==> src/design/plcl_pkg.sv <==
package plcl_pkg;

  localparam int FUNC_W         = 1;
  localparam int IDX_W          = 8;
  localparam int WL_W           = 24;
  localparam int VAL_W          = 16;
  localparam int ST_W           = 2;
  localparam int SEG_W          = 8;
  localparam int CNT_W          = 9;
  localparam int PROD_W         = WL_W + VAL_W;
  localparam int MAX_POINTS_DEF = 256;

  typedef enum logic [FUNC_W-1:0] {
    FN_LOAD  = 1'b0,
    FN_QUERY = 1'b1
  } func_t;

  typedef enum logic [ST_W-1:0] {
    ST_OK   = 2'd0,
    ST_MISS = 2'd1,
    ST_LOAD = 2'd2
  } status_t;

  typedef enum logic [2:0] {
    S_IDLE,
    S_FIRST,
    S_LAST,
    S_SCAN,
    S_MUL,
    S_DIVGO,
    S_DIV,
    S_DONE
  } state_t;

  typedef struct packed {
    logic [WL_W-1:0]  wl;
    logic [VAL_W-1:0] val;
  } point_t;

endpackage

==> src/design/plcl_div.sv <==
module plcl_div (
  input  logic                          clk,
  input  logic                          rst,
  input  logic                          start,
  input  logic [plcl_pkg::PROD_W-1:0]   dividend,
  input  logic [plcl_pkg::WL_W-1:0]     divisor,
  output logic                          done,
  output logic [plcl_pkg::VAL_W-1:0]    quotient
);

  localparam int STEP_W = $clog2(plcl_pkg::PROD_W + 1);

  logic                          run;
  logic [STEP_W-1:0]             step;
  logic [plcl_pkg::PROD_W-1:0]   acc;
  logic [plcl_pkg::WL_W-1:0]     rem;
  logic [plcl_pkg::WL_W-1:0]     den;
  logic [plcl_pkg::WL_W:0]       rem_sh;
  logic [plcl_pkg::WL_W:0]       rem_diff;
  logic                          ge;

  // restoring divide, one quotient bit per cycle
  always_comb begin
    rem_sh   = {rem, acc[plcl_pkg::PROD_W-1]};
    rem_diff = rem_sh - {1'b0, den};
    ge       = (rem_sh >= {1'b0, den});
  end

  always_ff @(posedge clk) begin
    if (rst) begin
      run  <= 1'b0;
      done <= 1'b0;
      step <= '0;
    end else begin
      done <= 1'b0;
      if (start) begin
        run  <= 1'b1;
        step <= '0;
      end else if (run) begin
        step <= step + 1'b1;
        if (step == STEP_W'(plcl_pkg::PROD_W - 1)) begin
          run  <= 1'b0;
          done <= 1'b1;
        end
      end
    end
  end

  always_ff @(posedge clk) begin
    if (start) begin
      acc <= dividend;
      rem <= '0;
      den <= divisor;
    end else if (run) begin
      acc <= {acc[plcl_pkg::PROD_W-2:0], ge};
      rem <= ge ? rem_diff[plcl_pkg::WL_W-1:0] : rem_sh[plcl_pkg::WL_W-1:0];
    end
  end

  assign quotient = acc[plcl_pkg::VAL_W-1:0];

endmodule

==> config.mk <==
export PLATFORM = sky130hd
export DESIGN_NAME = plcl_div
export DESIGN_NICKNAME = d
export VERILOG_FILES = /design/src/design/plcl_pkg.sv /design/src/design/plcl_div.sv
export SDC_FILE = /design/constraint.sdc
export NUM_CORES = 1
export LEC_CHECK = 0
export BUFFER_PORTS_ARGS = -buffer_cell sky130_fd_sc_hd__buf_2
export CAP_MARGIN = 20
export CORE_MARGIN = 2
export CORE_UTILIZATION = 30
export CTS_BUF_LIST = sky130_fd_sc_hd__clkbuf_16
export CTS_CLUSTER_DIAMETER = 200
export DETAILED_ROUTE_END_ITERATION = 16
export MAX_ROUTING_LAYER = met4
export PLACE_DENSITY_LB_ADDON = 0.2
export SKIP_LAST_GASP = 1
export SYNTH_ARGS = -nofsm -noshare
export SYNTH_HDL_FRONTEND = slang
export SYNTH_SLANG_ARGS = --single-unit
==> constraint.sdc <==
create_clock -name clk -period 6.38 [get_ports clk]
set_input_delay 1.276 -clock clk [delete_from_list [all_inputs] [get_ports clk]]
set_output_delay 1.276 -clock clk [all_outputs]
set_load 0.05 [all_outputs]
After elaboration in Yosys (flattened, before gate mapping)
Index checks and enable logic that the tools add are counted.
Cells by class
  add/sub/neg operators: 2
  multipliers: 0
  divide/modulo/power cells: 0
  magnitude comparators: 1
  equal/unequal tests: 1
  shift operators: 0
  multiplexer cells: 7
  bitwise logic cells: 1
  reduce and logical (&&, ||, !) cells: 3
Operators with widths (number)
  $mux 40: 2
  $ge 25x24->1: 1
  $mux 24: 1
  $sub 24x24->24: 1
  $add 6x1->6 const B: 1
  $eq 6x6->1 const B: 1
  $mux 1: 4
  $reduce_or 3->1: 1
  $reduce_bool 2->1: 1
  $reduce_or 2->1: 1
  $not 1->1: 1
Storage, ports and cells
  flip-flop bits (word level): 96
  bits in latches: 0
  RAM bits: 0
  bits in read-only memories: 0
  input port bits: 67
  memories: 0

Longest topological paths before layout
Gate-level depths: netlist (run 1).
  word-level depth: 4
  mapped depth: 12
  gate-level depth less buffers: 12

Least setup slack after synthesis (run 1)
No wires, ideal clock.
  kind: register to register
  start point: reg acc[39] (netlist bit)
  end point: reg rem[22] (netlist bit)
  setup time: 0.149 ns
  data arrival time: 2.507 ns
  required time: 6.231 ns
  setup slack: 3.724 ns
  cell stages (with the launch flop): 13
  path through: edfxtp_1 inv_1 ha_1 fa_1 nor2b_4 o2111a_1 o21ai_2 a21oi_2 a221o_1 a41oi_2 mux2_2 nor2_1 a311oi_2
Between the ends
  longest elaborated chain between the ends: 2
Ends and longest elaborated chain
  from (decl): line plcl_div.sv:15  | logic [plcl_pkg::PROD_W-1:0] acc;
  from (signal assigned): line plcl_div.sv:51  | acc <= dividend;
  from (signal assigned): line plcl_div.sv:55  | acc <= {acc[plcl_pkg::PROD_W-2:0], ge};
  $sub 24x24->24 or $ge 25x24->1 (tied branches): line plcl_div.sv:25, plcl_div.sv:26
  $mux 24 (*): line plcl_div.sv:56  | rem <= ge ? rem_diff[plcl_pkg::WL_W-1:0] : rem_sh[plcl_pkg::WL_W-1:0];
  to (signal assigned): line plcl_div.sv:56
  to (decl): line plcl_div.sv:16  | logic [plcl_pkg::WL_W-1:0] rem;
Mark *: on every way between the ends. The rest lies on a longest branch, timed or not.
A chain may end at the register's enable or synchronous reset.

Worst setup path after layout (run 1)
  start point: reg den[20] (netlist bit)
  end point: reg rem[22] (netlist bit)
Between the ends
  longest elaborated chain between the ends: 2
Ends and longest elaborated chain
  from (decl): line plcl_div.sv:17  | logic [plcl_pkg::WL_W-1:0] den;
  from (signal assigned): line plcl_div.sv:53  | den <= divisor;
  $sub 24x24->24 or $ge 25x24->1 (tied branches): line plcl_div.sv:25, plcl_div.sv:26
  $mux 24 (*): line plcl_div.sv:56
Marked as above.

==> results.py, run 1 <==
metrics = {
    "global_routing": {
        "top_usage_layer": "met2",
        "grt_max_degree": 63,
        "grt_use_met2": 0.192,
        "overflow": 0,
        "globalRouteTotalUtil": 0.126,
        "met1_usage": 0.158,
        "grt_pass1_vias": 3642,
        "grt_pass1_wl_um": 17800,
        "antenna_found_initial": 1,
        "grtUsageMet3": 0.0492,
    },
    "layout": {
        "fin_cells": 767,
        "mostFrequentLayoutCells": "buf_2, edfxtp_1, nor2_1",
        "area_growth_pct": 16.0,
        "fillers": 1778,
        "fin_area_um2": 6070,
        "post_route_cells_drive_above_1_share": 0.288,
        "nets": 629,
        "final_common_cell": "buf_2",
        "utilization": 0.353,
    },
    "cts": {
        "cts_buffers": 9,
        "htreeDepth": 3,
        "root_buffer": "clkbuf_16",
        "cts_setup_buffers": 0,
        "clkTransAtPathRegs_ns": 0.07,
        "tritoncts": "done",
        "cts_hold_repair.buffers": 0,
        "clock_path_buffers": 2,
        "clock-sinks": 96,
        "insertion_delay_ns": 0.35,
        "cts_resized": 0,
    },
    "synthesis": {
        "synth-async-reset-ratio": 0,
        "synth_edf_count": 64,
        "synth_flop_cell": "edfxtp_1",
        "synth.distinct_cells": 57,
        "netlist_area_um2": 5230,
        "synth_nets": 566,
        "syn_area_per_cell_um2": 11.1,
        "synth_cells": 473,
        "ys_seq_area_frac": 0.490,
        "yosys_warnings": 0,
        "synth_seq_cells": 96,
    },
    "routing": {
        "drt_pre_antenna_iters": 4,
        "drcViolationCount": 0,
        "drt_iter0_markers": 152,
        "route.vias.total": 3652,
        "wl_um": 10500,
        "ant_nets": 0,
        "wl_per_cell_um": 13.7,
        "vias_per_cell": 4.76,
    },
    "worst_setup_path": {
        "ff2ff_setup_slack_ns": 3.07,
        "worstSetupStartpointType": "register",
        "critPathRequiredTime_ns": 6.58,
        "crit_fanout": 27,
        "worstPathArrival_ns": 3.50,
        "worst_setup_path_end_kind": "register",
        "worstSetupPathType": "reg2reg",
    },
    "placed_design": {
        "gp_congestion": 0.806,
        "detailed_place_hpwl_um": 7410,
        "dpl_cell_area_um2": 5750,
        "numPlacedInstances": 750,
        "io_buffers": 83,
    },
    "die": {
        "core_um2": 17200,
        "num_rows": 48,
        "io_pins": 84,
        "die-area_um2": 18500,
        "dieHeight_um": 136,
        "start_util": 0.305,
        "die-width_um": 136,
    },
    "min_path": {
        "holdCritPathClass": "reg2reg",
    },
    "pwr": {
        "powerDensity_nw_per_um2": 278,
        "power.total_mw": 1.69,
        "ir_drop_mv": 0.159,
        "p_leak_nw": 2.52,
    },
    "timing": {
        "grt_setup_unrepaired": "no",
        "hold_viol": 0,
        "setup_viol": 0,
        "max-slew-margin-rel": 0.337,
        "worst_pin_slew_ns": 0.995,
        "slew_violations": 0,
        "fmax_mhz": 303,
        "tns_ns": 0,
        "finClkSkew_ns": 0.00960,
        "fin_crit_ns": 3.31,
        "period_share": 0.518,
    },
    "run_status": {
        "status": "finished clean",
    },
    "job": {
        "cap_viol_max_count": 0,
    },
}
==> synthesized netlist by cell type, types with 5 or more instances <==
library cell / n / area share
a21oi_1: 28 / 0.027
nor2_1: 44 / 0.032
a211oi_1: 17 / 0.024
xor2_1: 6 / 0.010
buf_4: 17 / 0.024
mux2i_1: 12 / 0.023
nand2_1: 22 / 0.016
ha_1: 25 / 0.060
dfxtp_1: 32 / 0.12
clkbuf_1: 13 / 0.0093
a21o_1: 9 / 0.013
nor3_1: 5 / 0.0048
mux2_2: 40 / 0.086
inv_1: 31 / 0.022
xnor2_1: 13 / 0.022
edfxtp_1: 64 / 0.37
o21ai_0: 17 / 0.016
nand2b_1: 7 / 0.0084
==> routing by layer <==
| metal | share of wire | vias up |
|---|---|---|
| met1 | 0.47 | 1734 |
| met3 | 0.064 | 5 |
| li1 | - | 1833 |
| met4 | 0.0069 | 0 |
| met2 | 0.46 | 80 |
| met5 | 0 | - |
==> cells by family after synthesis <==
| kind of cell | count (synthesis) | share of synthesized area |
|---|---|---|
| fa+ha+maj | 26 | 0.0636 |
| compound gates | 104 | 0.138 |
| mux | 52 | 0.109 |
| xor+xnor | 19 | 0.0318 |
| simple gates | 111 | 0.106 |
| flops | 96 | 0.490 |
| buf+inv | 65 | 0.0608 |
==> worst paths after layout <==
path                       startpoint                    to  depth (start not counted)
setup reg to reg    den[20]$_DFFE_PP_  rem[22]$_SDFFE_PP0P_                         12
setup / recovery    den[20]$_DFFE_PP_  rem[22]$_SDFFE_PP0P_                         12
hold reg to reg   rem[5]$_SDFFE_PP0P_   rem[5]$_SDFFE_PP0P_                          2
hold / removal    rem[5]$_SDFFE_PP0P_   rem[5]$_SDFFE_PP0P_                          2
==> per-stage QoR <==
stage	setup slack [ns]	hold slack (ns)
5_1_grt	2.81	0.528
6_report	3.07	0.491
4_1_cts	3.03	0.494
3_3_place_gp	3.10	0.471
3_5_place_dp	3.04	0.484
2_1_floorplan	3.72	0.458
==> power by group <==
part | switching (mW) | total, mW | internal, mW
logic | 0.216 | 0.368 | 0.152
registers | 0.0247 | 0.751 | 0.727
clock network | 0.256 | 0.569 | 0.313
total | 0.497 | 1.69 | 1.19
==> flip-flops by register name (all words and copies together), names as in the netlist <==
name	cells
acc	40
run	1
done	1
den	24
step	6
rem	24
==> critical path, stage by stage (launching register included) <==
cell and delay (ns):
edfxtp_1 0.33, inv_1 0.04, ha_1 0.34, and3_4 0.23, a221o_1 0.37, a211oi_1 0.26
o21ai_1 0.14, a31oi_4 0.44, buf_4 0.41, nor3b_1 0.09, mux2_2 0.27, nor2_1 0.12
a311oi_2 0.10
==> area by class of cell <==
| class | count | area, µm² | share of cell area |
|---|---|---|---|
| inverter | 31 | 116 | 0.0192 |
| timing repair buffer | 86 | 440 | 0.0726 |
| clock buffer | 9 | 225 | 0.0371 |
| sequential | 96 | 2560 | 0.422 |
| antenna | 1 | 2.50 | 0.000413 |
| multi-input combinational | 312 | 2350 | 0.388 |
| clock inverter | 7 | 86.3 | 0.0142 |
| tap | 225 | 282 | 0.0464 |
No activity file was read; power rests on OpenSTA's default activity.
==> inputs of run 2 (changes only) <==
--- a/config.mk
+++ b/config.mk
@@ -5,6 +5,7 @@
 export SDC_FILE = /design/constraint.sdc
 export NUM_CORES = 1
 export LEC_CHECK = 0
+export ABC_AREA = 1
 export BUFFER_PORTS_ARGS = -buffer_cell sky130_fd_sc_hd__buf_2
 export CAP_MARGIN = 20
 export CORE_MARGIN = 2
==> constraint.sdc (replaced) <==
create_clock -name clk -period 3.3 [get_ports clk]
set_input_delay 0.66 -clock clk [delete_from_list [all_inputs] [get_ports clk]]
set_output_delay 0.66 -clock clk [all_outputs]
set_load 0.05 [all_outputs]
==> results.py, run 2 <==
metrics = {
    "run_status": {
        "status": "finished clean",
    },
    "pwr": {
        "ir_drop_mv": 0.343,
        "p_switching_mw": 0.882,
        "powerDensity_nw_per_um2": 426,
        "p_seq_frac": 0.479,
        "internal_power_mw": 2.05,
        "clkPwrFrac": 0.390,
        "switching_share": 0.300,
        "power.total_mw": 2.94,
        "p_comb_frac": 0.132,
        "p_leak_nw": 3.49,
    },
    "worst_setup_path": {
        "cp_top_family": "simple AND/OR/NAND/NOR gates",
        "critPathRequiredTime_ns": 3.41,
        "worstSetupPathType": "reg2reg",
        "crit_buf_inv": 2,
        "worstSetupStartpointType": "register",
        "path_cells": "inv_1 -> ha_1 -> nand2_1 -> nand2_1 -> nand2_1 -> nand2_1 -> inv_1 -> nand3_1 -> nand2_2 -> nand3_4 -> nand2_1 -> nand2_1",
        "ff2ff_setup_slack_ns": 1.05,
        "crit_path_max_incr_delay_ns": 0.37,
        "worst_setup_path_end_kind": "register",
        "path_common_cell": "nand2_1",
        "worstPathArrival_ns": 2.36,
        "crit_fanout": 25,
        "slowest_stage": "edfxtp_1",
    },
    "timing": {
        "tns_ns": 0,
        "period_share": 0.682,
        "fmax_mhz": 444,
        "grt_setup_unrepaired": "no",
        "setup_viol": 0,
        "fin_crit_ns": 2.25,
        "hold_viol": 0,
        "max-slew-margin-rel": 0.675,
        "slew_violations": 0,
        "worst_pin_slew_ns": 0.487,
        "setup_ws_ns": 1.05,
        "finClkSkew_ns": 0.0135,
        "holdWs_ns": 0.466,
    },
    "layout": {
        "mostFrequentLayoutCells": "nand2_1, inv_1, buf_2",
        "utilization": 0.354,
        "reg.largest.list": "acc x40, den x24, rem x24",
        "final_common_cell": "nand2_1",
        "fin_cells": 1150,
        "post_route_cells_drive_above_1_share": 0.151,
        "largest_reg_flops": 40,
        "largest_register": "acc",
        "area_growth_pct": 15.6,
        "fin_area_um2": 6890,
        "nets": 971,
    },
    "synthesis": {
        "synth_seq_cells": 96,
        "ys_seq_area_frac": 0.430,
        "synth_area_leader_cell": "edfxtp_1",
        "synth.distinct_cells": 34,
        "synth-async-reset-ratio": 0,
        "synth_most_common_cell": "nand2_1",
        "synth_area_leaders": "edfxtp_1, nand2_1, dfxtp_1",
        "synth_nets": 904,
        "yosys_warnings": 0,
        "synth_cells": 811,
        "synth_flop_cell": "edfxtp_1",
        "netlist_area_um2": 5960,
        "syn_area_per_cell_um2": 7.35,
        "synth_edf_count": 64,
        "synthTopCellsByCount": "nand2_1, inv_1, edfxtp_1, nand3_1, nor2_1",
        "synth_top_area_frac": 0.322,
    },
    "routing": {
        "drt_pre_antenna_iters": 7,
        "ant_nets": 0,
        "wl_per_cell_um": 13.0,
        "vias_per_cell": 4.39,
        "route.vias.total": 5046,
        "drt_iter0_markers": 266,
        "drcViolationCount": 0,
        "wl_um": 14900,
    },
    "cts": {
        "cts_resized": 0,
        "cts_setup_buffers": 0,
        "cts_hold_repair.buffers": 0,
        "clock-sinks": 96,
        "clock_path_buffers": 2,
        "root_buffer": "clkbuf_16",
        "htreeDepth": 3,
        "insertion_delay_ns": 0.36,
        "clkTransAtPathRegs_ns": 0.08,
        "tritoncts": "done",
        "cts_buffers": 9,
    },
    "global_routing": {
        "grt_max_degree": 45,
        "grt_pass1_vias": 4918,
        "globalRouteTotalUtil": 0.151,
        "grt_pass1_wl_um": 24900,
        "overflow": 0,
        "antenna_found_initial": 2,
    },
    "die": {
        "die-width_um": 145,
        "start_util": 0.306,
        "io_pins": 84,
        "die-area_um2": 21000,
        "dieHeight_um": 145,
        "num_rows": 51,
        "core_um2": 19500,
    },
    "placed_design": {
        "place_ws_ns": 1.03,
        "numPlacedInstances": 1132,
        "io_buffers": 83,
        "dpl_cell_area_um2": 6560,
        "gp_congestion": 0.861,
        "detailed_place_hpwl_um": 10900,
    },
    "min_path": {
        "holdCritPathClass": "in2reg",
    },
    "job": {
        "cap_viol_max_count": 0,
    },
}
run 2: cell count changes after synthesis, moves of 12 or more:
cell	previous run	this run
a21oi_1	28	15
nand4_1	4	30
a211oi_1	17	0
nand2_1	22	319
mux2i_1	12	0
mux2_2	40	0
inv_1	31	143
nand3_1	3	48
run 2: power groups by stage:
stage / clock network, mW / logic (mW) / registers, mW
final: 1.14 / 0.387 / 1.41
after global routing: 1.21 / 0.438 / 1.42
after CTS: 1.18 / 0.393 / 1.41
after detailed placement: 0 / 0.393 / 1.43
after global placement: 0 / 0.391 / 1.43
after floorplan: 0 / 0.292 / 1.42
run 2: cell families after synthesis:
| logic type | share of synthesized area |
|---|---|
| AO/OA/AOI/OAI | 0.0319 |
| buffers and inverters | 0.130 |
| adder cells (fa/ha/maj) | 0.0558 |
| AND/OR/NAND/NOR | 0.338 |
| XOR/XNOR | 0.0147 |
| flip-flops | 0.430 |
run 2: area by class of cell:
class	count	area, µm²
inverters	144	541
multi-input cells	534	2620
well taps	265	332
fillers	2116	12600
repair buffers	93	503
clock buffers	9	225
flip-flops and latches	96	2560
clock inverters	7	98.8
diodes	2	5.00
run 2: worst paths after layout:
check / from / end / cells after the start
min: divisor[17] / den[17]$_DFFE_PP_ / 1
max: den[6]$_DFFE_PP_ / acc[0]$_DFFE_PP_ / 12
max reg2reg: den[6]$_DFFE_PP_ / acc[0]$_DFFE_PP_ / 12
min reg2reg: rem[18]$_SDFFE_PP0P_ / rem[18]$_SDFFE_PP0P_ / 2
run 2: per-layer routing:
metal | vias to the layer above | track usage | share of wire
met4 | 0 | 0.0396 | 0.013
met5 | - | - | 0
met3 | 10 | 0.0362 | 0.055
li1 | 2667 | - | -
met2 | 108 | 0.236 | 0.45
met1 | 2261 | 0.198 | 0.49
run 2: worst register-to-register path, stage by stage, from the launching register on:
cell	delay (ns)
edfxtp_1	0.37
inv_1	0.08
ha_1	0.28
nand2_1	0.10
nand2_1	0.09
nand2_1	0.07
nand2_1	0.07
inv_1	0.05
nand3_1	0.18
nand2_2	0.15
nand3_4	0.33
nand2_1	0.16
nand2_1	0.06
